**src/rtl/msce_ram.sv**
```systemverilog
// Generic single-port-write, single-port-read RAM with registered read.
module msce_ram #(
    parameter int Width = 8,
    parameter int Depth = 256
) (
    input  logic                     aclk,
    input  logic                     we,
    input  logic [$clog2(Depth)-1:0] waddr,
    input  logic [Width-1:0]         wdata,
    input  logic [$clog2(Depth)-1:0] raddr,
    output logic [Width-1:0]         rdata
);
    logic [Width-1:0] mem [Depth];

    always_ff @(posedge aclk) begin
        if (we) mem[waddr] <= wdata;
        rdata <= mem[raddr];
    end
endmodule

```
**config.mk**
```make
export PLATFORM = sky130hd
export DESIGN_NAME = msce_ram
export DESIGN_NICKNAME = d
export VERILOG_FILES = /design/src/rtl/msce_ram.sv
export SDC_FILE = /design/constraint.sdc
export NUM_CORES = 2
export LEC_CHECK = 0
export BUFFER_PORTS_ARGS = -buffer_cell sky130_fd_sc_hd__buf_2
export CORE_MARGIN = 2
export CORE_UTILIZATION = 53
export DETAILED_ROUTE_END_ITERATION = 10
export GPL_TIMING_DRIVEN = 0
export HOLD_SLACK_MARGIN = 0.05
export MAX_ROUTING_LAYER = met4
export PLACE_DENSITY = 0.68
export SETUP_SLACK_MARGIN = 0.15
export SLEW_MARGIN = 15
export SYNTH_ARGS = -nofsm -noshare
export SYNTH_HDL_FRONTEND = slang
export SYNTH_SLANG_ARGS = --single-unit
```
**constraint.sdc**
```tcl
create_clock -name aclk -period 3.1 [get_ports aclk]
set_clock_uncertainty 0.05 [all_clocks]
set_input_delay 0.465 -clock aclk [delete_from_list [all_inputs] [get_ports aclk]]
set_output_delay 0.465 -clock aclk [all_outputs]
set_load 0.05 [all_outputs]
```
==> results.txt <==
----------------------------------------------------
[Worst hold path]
  Start point of the worst min-delay path ... wdata[1]
  Class of the most critical hold timing path ... in2reg
  Hold depth ... 1
  Hold-critical path endpoint ... mem[227][1]

[Routing]
  Residual DRC ... 0
  Initial DRC count ... 7180
  Final routed wirelength across all metal layers ... 237 mm
  Mean routed wirelength per cell ... 38.2 µm
  Vias per std cell ... 6.81
  First drt pass iteration count ... 8
  DR vias ... 42200
  Final ANT Viol Nets ... 0

[Timing]
  Final Slew Violations ... 0
  Max frequency ... 314 MHz
  Final setup margin ... -0.0814 ns
  Slew of the pin with the lowest slew margin ... 1.29 ns
  Count of final hold-check violations ... 0
  RSZ-0062 raised after global routing ... yes
  Final period util ... 103%
  Worst rel slew slack ... 13.8%
  Crit path time final ... 3.18 ns
  Number of setup violations in the final report ... 73

[Logic synthesis]
  Post-synthesis cell count ... 3733
  XOR/XNOR share of the synthesized area ... 0%
  Number of enable flip-flop cells after synthesis ... 2048
  Area of the mapped netlist ... 79600 µm²
  Leading register cell type out of synthesis ... edfxtp_1
  Cell with the most instances after synthesis ... edfxtp_1
  Ranking of synthesized cells by instance count ... edfxtp_1, mux4_2, nor2_1, mux2i_1, a22oi_1
  Synth Net Count ... 3759
  Main combinational cell family by area after synthesis ... multiplexers
  Cell type with the largest total area after synthesis ... edfxtp_1
  Largest cells by area after synthesis ... edfxtp_1, mux4_2, mux2i_1
  Sequential cell area fraction in the yosys report ... 77.5%
  Yosys top cell area share ... 77.3%
  Mux cell area share after synthesis ... 14.6%
  Post-synthesis register bit count ... 2056
  Netlist cell types ... 55
  Total number of yosys warnings ... 0
  Simple-gate portion of the synthesized area ... 2.63%
  Share of the synthesized area in compound gates (AO/OA/AOI/OAI) ... 3.42%
  Adder-Cell Fraction of Synth Area ... 0%
  Average footprint of a synthesized cell ... 21.3 µm²
  Fraction of registers with async set or reset after synthesis ... 0%

[Pwr]
  Internal cell power ... 0.0447 W
  Peak supply drop ... 0.641 mV
  Relative contribution of combinational cells to total power ... 6.1%
  Part of the total power dissipated in the clock network ... 40.6%
  Switching share of total power ... 22.5%
  P_leak ... 27.8 nW
  P_sw ... 0.0130 W
  Relative contribution of sequential cells to total power ... 53.2%
  Pwr per Cell Area ... 639 nW/µm²

[Global routing]
  Wire length of the first global-routing pass ... 322 mm
  Number of global-route vias before repair ... 40500
  GR Overflow Total ... 0
  Largest net degree at the start of global routing ... 126
  Antenna violations before repair ... 10
  Overall fraction of global-route tracks in use ... 32.1%

[Floorplan]
  Initial standard-cell utilization of the core ... 53.2%
  Die X-Extent ... 391 µm
  Core area ... 149000 µm²
  Floorplan die area ... 153000 µm²
  FP Rows ... 142
  Total I/O pin count ... 34
  Y dimension of the die ... 391 µm

[Finish]
  Non-filler instance count after layout ... 6196
  Fraction of final layout cells with drive strength greater than 1 ... 26.7%
  Layout net count ... 4026
  Relative area change from synthesis to final layout ... 13.4%
  Final core utilization ... 60.4%

[Place]
  Port Buffers ... 26
  Worst setup slack after placement ... -2.03 ns
  Routability Congestion ... 1.01
  Number of instances in the placed design ... 5804
  Total half-perimeter wirelength after legalization and detailed placement ... 159 mm

[Worst setup path]
  Critical-path cell list ... clkbuf_1 -> nor2b_1 -> clkbuf_1 -> nand3_1 -> clkbuf_2 -> nor2_1
  Register-to-Register Path Depth ... 6
  Element type at the critical path start ... input port
  Worst flop-to-flop path startpoint ... mem[129][1]
  Worst reg2reg setup slack ... 0.42 ns
  Most prevalent standard cell on the critical path ... clkbuf_1
  Kind of critical path ... in2reg
  Crit-path slowest cell ... nor2_1
  Endpoint of the worst register-to-register path ... rdata[1]
  Data arrival time at the worst-slack endpoint ... 3.58 ns
  Worst-path maximum fanout ... 10
  Type of element capturing the critical path ... register
  Critical path's largest stage delay ... 0.87 ns
  Endpoint required time on the critical path ... 3.50 ns

[Clocking]
  Clock network latency to the later pin of the worst-skew pair ... 0.84 ns
  Number of sinks on the clock net ... 2056
  Clock Tree Root ... clkbuf_16
  Clock-pin slew on the worst setup and hold paths ... 0.06 ns
  Maximum level of the CTS H-tree ... 4
  Worst-case clock buffer depth ... 3
  CTS tree ... built
  Inserted Clock Buffers ... 199

[Run status]
  Violations in the final reports ... setup timing
  Status ... finished, violations left

[Run]
  Max-cap viol count ... 0

----------------------------------------------------
## power groups by stage
stage	clock [W]	sequential, W	combinational [W]
after detailed placement	0	0.0312	0.00330
after CTS	0.0234	0.0307	0.00342
after floorplan	0	0.0313	0.00149
after global placement	0	0.0314	0.00314
final	0.0234	0.0307	0.00354
after global routing	0.0245	0.0306	0.00358
## sequential cells by signal, indices dropped and copies added, names as in the netlist
name,count
rdata,8
mem,2048
## what timing repair did
| item | 4_1_cts | 5_1_grt |
|---|---|---|
| setup buffers | 2 | 2 |
| hold endpoints to repair | 205 | 0 |
| setup endpoints to repair | 243 | 807 |
| resized for setup | 144 | 86 |
| pin swaps | 1 | 2 |
| hold buffers | 7 | 0 |
## layout by cell type (no fill, tap or decap), types with 9 or more instances in the layout
| master | synthesis | final |
|---|---|---|
| a211oi_1 | 16 | 14 |
| a21oi_1 | 96 | 87 |
| a21oi_2 | 0 | 9 |
| a221oi_1 | 13 | 9 |
| a22oi_1 | 133 | 132 |
| buf_12 | 8 | 9 |
| buf_16 | 0 | 22 |
| buf_2 | 31 | 50 |
| buf_4 | 27 | 46 |
| buf_6 | 21 | 20 |
| buf_8 | 13 | 22 |
| bufinv_16 | 0 | 10 |
| clkbuf_1 | 111 | 97 |
| clkbuf_16 | 0 | 203 |
| clkbuf_2 | 0 | 57 |
| clkinv_1 | 1 | 48 |
| clkinv_2 | 0 | 38 |
| diode_2 | 0 | 13 |
| edfxtp_1 | 2048 | 2048 |
| mux2i_1 | 134 | 134 |
| mux4_2 | 454 | 454 |
| nand2_1 | 33 | 33 |
| nand3_1 | 34 | 33 |
| nand4_1 | 10 | 10 |
| nor2_1 | 282 | 202 |
| nor2_2 | 0 | 79 |
| nor2b_1 | 31 | 30 |
| nor3_1 | 22 | 13 |
| nor4_2 | 3 | 10 |
| nor4_4 | 0 | 15 |
| o211ai_1 | 10 | 10 |
| o21ai_0 | 10 | 9 |
| o221ai_1 | 46 | 44 |
| o22ai_1 | 28 | 28 |
## critical path: cells and delay by family
kind / cells / cell delay [ns]
buffers and inverters: 3 / 1.57
AND/OR/NAND/NOR: 3 / 1.52
## metal layers
metal | GRT usage [%] | up-vias | part of all wire [%]
li1 | - | 16300 | -
met3 | 9.95 | 577 | 14
met2 | 44.7 | 3287 | 44
met1 | 43.0 | 22100 | 36
met4 | 16.3 | 0 | 5.7
met5 | - | - | 0
## worst max-delay path by stage
stage          startpoint     endpoint  depth (start not counted)
3_3_place_gp     raddr[1]     rdata[3]                          9
3_5_place_dp     raddr[2]     rdata[3]                          9
2_1_floorplan    raddr[0]     rdata[2]                          9
4_1_cts          raddr[0]     rdata[3]                          9
6_report         waddr[0]  mem[137][5]                          6
5_1_grt          waddr[0]  mem[229][7]                          6
## cells by family after synthesis
logic type	count (synthesis)
simple gates	466
buf+inv	235
flops	2056
mux	591
compound gates	385
## stage by stage
stage	hold slack [ns]	power [W]	setup TNS (ns)	cell area, µm²
final	0.0918	0.0576	-1.86	90200
after global routing	0.104	0.0587	0	90200
after CTS	0.0696	0.0575	0	89900
after detailed placement	0.705	0.0346	-816.30	83100
after global placement	0.888	0.0345	-4431.44	82200
after floorplan	0.514	0.0328	0	79600
## cell type report
class,count,area [µm²]
clock inverter,114,918
sequential,2056,61700
timing repair buffer,66,981
tap,2016,2520
fill,10400,59200
multi-input combinational,1442,17200
antenna,13,32.5
clock buffer,254,5300
buffer,233,1620
inverter,2,8.76
(Power assumes the default switching activity.)
