**src/rtl/msce_pkg.sv**
```systemverilog
// Shared constants, types and arithmetic helpers for the contrast enhance unit.
package msce_pkg;

    localparam int MaxWidth  = 1024;
    localparam int MaxHeight = 1024;
    localparam int LineDepth = 8 * MaxWidth + 16;
    localparam int AddrW     = $clog2(LineDepth);
    localparam int DimW      = 11;
    localparam int PosW      = 22;
    localparam int CoordW    = 12;

    localparam logic [1:0] RegFrameWidth  = 2'd0;
    localparam logic [1:0] RegFrameHeight = 2'd1;

    typedef enum logic [2:0] {
        ST_IDLE,
        ST_READ,
        ST_CALC,
        ST_DIV,
        ST_OUT
    } state_t;

    // lightened pixel: min(p*12/10, 255)
    function automatic logic [7:0] lighten(input logic [7:0] v);
        logic [11:0] m;
        logic [11:0] q;
        begin
            m = {4'd0, v} * 12'd12;
            q = 12'(({8'd0, m} * 20'd205) >> 11);
            if ({8'd0, q} * 20'd10 > {8'd0, m}) q = q - 12'd1;
            lighten = (q > 12'd255) ? 8'd255 : q[7:0];
        end
    endfunction

    // darkened pixel: p*10/12
    function automatic logic [7:0] darken(input logic [7:0] v);
        logic [11:0] m;
        logic [11:0] q;
        begin
            m = {4'd0, v} * 12'd10;
            q = 12'(({8'd0, m} * 20'd171) >> 11);
            if ({8'd0, q} * 20'd12 > {8'd0, m}) q = q - 12'd1;
            darken = q[7:0];
        end
    endfunction

endpackage

```
**src/rtl/msce_divider.sv**
```systemverilog
// Restoring divider, one quotient bit per cycle, for p*blur3/blur9.
module msce_divider (
    input  logic        aclk,
    input  logic        aresetn,
    input  logic        start,
    input  logic [15:0] dividend,
    input  logic [7:0]  divisor,
    output logic        done,
    output logic [15:0] quotient
);
    import msce_pkg::*;

    logic [15:0] q_reg, q_next;
    logic [8:0]  r_reg, r_next;
    logic [7:0]  d_reg, d_next;
    logic [4:0]  cnt_reg, cnt_next;
    logic        busy_reg, busy_next;
    logic [8:0]  trial;

    assign quotient = q_reg;
    assign done     = busy_reg && (cnt_reg == 5'd0);

    always_comb begin
        q_next    = q_reg;
        r_next    = r_reg;
        d_next    = d_reg;
        cnt_next  = cnt_reg;
        busy_next = busy_reg;
        trial     = {r_reg[7:0], q_reg[15]};
        if (start) begin
            q_next    = dividend;
            r_next    = 9'd0;
            d_next    = divisor;
            cnt_next  = 5'd16;
            busy_next = 1'b1;
        end else if (busy_reg) begin
            if (cnt_reg == 5'd0) begin
                busy_next = 1'b0;
            end else begin
                if (trial >= {1'b0, d_reg}) begin
                    r_next = trial - {1'b0, d_reg};
                    q_next = {q_reg[14:0], 1'b1};
                end else begin
                    r_next = trial;
                    q_next = {q_reg[14:0], 1'b0};
                end
                cnt_next = cnt_reg - 5'd1;
            end
        end
    end

    always_ff @(posedge aclk) begin
        if (!aresetn) begin
            busy_reg <= 1'b0;
            cnt_reg  <= 5'd0;
        end else begin
            busy_reg <= busy_next;
            cnt_reg  <= cnt_next;
        end
        q_reg <= q_next;
        r_reg <= r_next;
        d_reg <= d_next;
    end
endmodule

```
**config.mk**
```make
export PLATFORM = sky130hd
export DESIGN_NAME = msce_divider
export DESIGN_NICKNAME = d
export VERILOG_FILES = /design/src/rtl/msce_pkg.sv /design/src/rtl/msce_divider.sv
export SDC_FILE = /design/constraint.sdc
export NUM_CORES = 1
export LEC_CHECK = 0
export BUFFER_PORTS_ARGS = -buffer_cell sky130_fd_sc_hd__buf_2
export CAP_MARGIN = 15
export CORE_MARGIN = 4
export CORE_UTILIZATION = 54
export DETAILED_ROUTE_END_ITERATION = 8
export PLACE_DENSITY_LB_ADDON = 0.3
export RECOVER_POWER = 50
export SYNTH_ARGS = -nofsm -noshare
export SYNTH_HDL_FRONTEND = slang
export SYNTH_SLANG_ARGS = --single-unit
```
**constraint.sdc**
```tcl
create_clock -name aclk -period 2.4 [get_ports aclk]
set_input_delay 0.48 -clock aclk [delete_from_list [all_inputs] [get_ports aclk]]
set_output_delay 0.48 -clock aclk [all_outputs]
set_load 0.1 [all_outputs]
```
==> run_results.csv <==
group,metric,value,unit
status,outcome,"finished clean",
power_and_ir_drop,p_per_area,810,mW/mm^2
floorplanning,die_y,68.9,um
detailed_routing,routed_wirelength,3.98,mm
floorplanning,core,0.00347,mm^2
power_and_ir_drop,swShare,32.3,%
detailed_routing,vias_per_cell,5.42,
global_route,first_global_vias,1378,
detailed_routing,drc,0,
floorplanning,pin_count,44,
floorplanning,dieArea,0.00475,mm^2
floorplanning,fp-row-count,21,
cts,numCtsBuffers,5,
yosys,synth_edf_count,24,
timing,finalSetupViolations,0,
yosys,synth_cells,183,
yosys,ys_top_cells_by_count,"edfxtp_1, mux2_2, inv_1, nor2_1, dfxtp_1",
detailed_routing,first_pass_iters,4,
critical_path,path_max_fanout,21,
yosys,yosysWarnings,0,
timing,min_period_over_period,90.0,%
place,gp_congestion,0.846,
cts,clk_path_buf_depth,2,
yosys,avgSynthCellArea,11.0,um^2
timing,finalSetupTns,0,ns
cts,cts_resized,0,
cts,clkSlewWorstSetupHoldPaths,0.08,ns
timing,tightest_slew,1.18,ns
timing,rsz0062_at_grt,"false",
yosys,synth.distinct_cells,44,
yosys,synth_top_area_cell,"edfxtp_1",
global_route,grt_max_degree,22,
run,maxCapViolations,0,
yosys,synthAdderAreaFrac,6.61,%
timing,final_max_slew_viol_count,0,
yosys,synth.mux.area_fraction,11.0,%
power_and_ir_drop,p_comb_share,25.9,%
power_and_ir_drop,clkPwrFrac,33.5,%
yosys,synth-main-ff-cell,"edfxtp_1",
yosys,synth-compound-area-share,13.5,%
critical_path,path_class,"in -> reg",
timing,relSlewSlack,22.0,%
power_and_ir_drop,seqPwrFrac,40.6,%
yosys,netlist_area,0.00201,mm^2
global_route,grt.total_usage,17.4,%
power_and_ir_drop,p_sw,623,uW
cts,tritoncts,"yes",
detailed_routing,postRouteAntennaNets,0,
yosys,ys_seq_area_share,49.9,%
critical_path,cp_data_required_time,2.44,ns
critical_path,worstPathArrival,2.20,ns
final_layout,drive_gt1_share,29.7,%
detailed_routing,drt_iter0_drc,50,
final_layout,final_nets,265,
yosys,synthArstFlopShare,0,%
global_route,grt_pass1_wl,6.05,mm
place,port_buffers,43,
floorplanning,die_w,68.9,um
detailed_routing,wire_per_inst,14.5,um
final_layout,antenna_cells,0,
critical_path,start_kind,"input pin",
final_layout,largest_reg_flops,16,
cts,h-tree-depth,2,
yosys,synth.area.top_cells,"edfxtp_1, dfxtp_1, mux2_2",
global_route,antenna_found_initial,0,
place,place_ws,0.377,ns
timing,setup_ws,0.239,ns
timing,min_period,2.16,ns
cts,cts-root-buf,"clkbuf_8",
power_and_ir_drop,p_int,1310,uW
yosys,synth_top_family_by_area,"compound AO/OA/AOI/OAI gates",
yosys,yosysMostFrequentCell,"edfxtp_1",
worst_hold_path,hp-class,"in -> reg",
timing,clock_skew,0.00821,ns
timing,final_hold_viol_count,0,
power_and_ir_drop,ir_drop,0.000422,V
yosys,synth_top_area_share,35.9,%
cts,clk_latency,0.29,ns
global_route,grt-ovfl-total,0,
power_and_ir_drop,p_total,1930,uW
yosys,synth.net_count,220,
cts,cts_setup_buffers,0,
timing,fmax,463,MHz
critical_path,crit_path_end_kind,"register",
place,dp_hpwl,2.98,mm
yosys,synth-simple-area-share,11.7,%
cts,cts_sinks,38,
power_and_ir_drop,power.leakage,0.000977,uW
detailed_routing,vias,1490,
yosys,ys_ff_latch,38,
floorplanning,start_util,57.8,%
yosys,synth_xor_area_share,2.62,%
final_layout,area_growth,18.8,%
cts,hold_buffers,0,
## per-stage QoR
step / std cells / hold slack, ns / util, % / area, um^2
floorplan: 183 / 0.468 / - / 2010
global placement: 267 / 0.481 / 65.1 / 2260
detailed placement: 267 / 0.507 / 65.1 / 2260
CTS: 275 / 0.355 / 69.1 / 2400
global route: 275 / 0.359 / 68.7 / 2380
finish: 275 / 0.361 / 68.7 / 2380
## power groups by stage
stage	clock network [uW]	registers, uW	logic [uW]
floorplan	0	992	216
global placement	0	796	495
detailed placement	0	798	503
CTS	656	784	505
global route	683	790	533
finish	646	784	500
## critical path: stages
cell and delay (ns):
clkbuf_1 0.40, clkbuf_1 0.88, mux2_2 0.43
## cell families (layout without fill, tap and decap cells)
family                     after synthesis  count (layout)
xor gates and xnor gates                 6               6
buffers and inverters                   22              68
and+or+nand+nor                         47              47
AOI/OAI and AO/OA                       40              40
DFF                                     38              38
muxes                                   20              20
adders and majority gates               10              10
## metal layers
layer / vias to the layer above / global-route usage (%) / routed length [um]
li1: 753 / - / -
met1: 698 / 20.6 / 1690
met2: 35 / 31.3 / 2060
met3: 4 / 3.89 / 207
met4: 0 / 4.87 / 17
met5: - / 0 / 0
## cell usage in the layout, fill, tap and decap left out, drive strengths merged, types with 2 or more instances in the layout
| cell type | synthesis | routed |
|---|---|---|
| a311o | 2 | 2 |
| nor2 | 16 | 16 |
| o21ai | 11 | 11 |
| nand2b | 5 | 5 |
| a2111oi | 2 | 2 |
| nor4 | 3 | 3 |
| mux2i | 4 | 4 |
| nor2b | 2 | 2 |
| inv | 15 | 15 |
| nand2 | 11 | 11 |
| edfxtp | 24 | 24 |
| a21oi | 13 | 13 |
| buf | 6 | 36 |
| xor2 | 3 | 3 |
| mux2 | 16 | 16 |
| nand3 | 3 | 3 |
| a31oi | 2 | 2 |
| ha | 9 | 9 |
| and3 | 2 | 2 |
| bufinv | 0 | 2 |
| clkbuf | 1 | 14 |
| xnor2 | 3 | 3 |
| dfxtp | 14 | 14 |
| o221ai | 2 | 2 |
| nor3 | 2 | 2 |
| o211ai | 2 | 2 |
## final timing paths
path	slack, ns	from	depth (start not counted)	end
worst max-delay path	0.24	start	3	quotient[3]$_DFFE_PP_
worst min-delay path	0.36	divisor[7]	1	d_reg[7]$_DFFE_PP_
worst max register to register	0.32	d_reg[4]$_DFFE_PP_	7	r_reg[1]$_SDFFE_PP0P_
worst min register to register	0.52	cnt_reg[1]$_SDFFE_PP0P_	2	cnt_reg[1]$_SDFFE_PP0P_
## area by class of cell
cell class	count	area, um^2
fillers	278	1090
flip-flops and latches	38	1000
multi-input cells	123	913
repair buffers	45	216
clock buffers	5	68.8
clock inverters	3	68.8
well taps	46	57.6
inverters	15	56.3
Power figures use the tool's default switching activity.
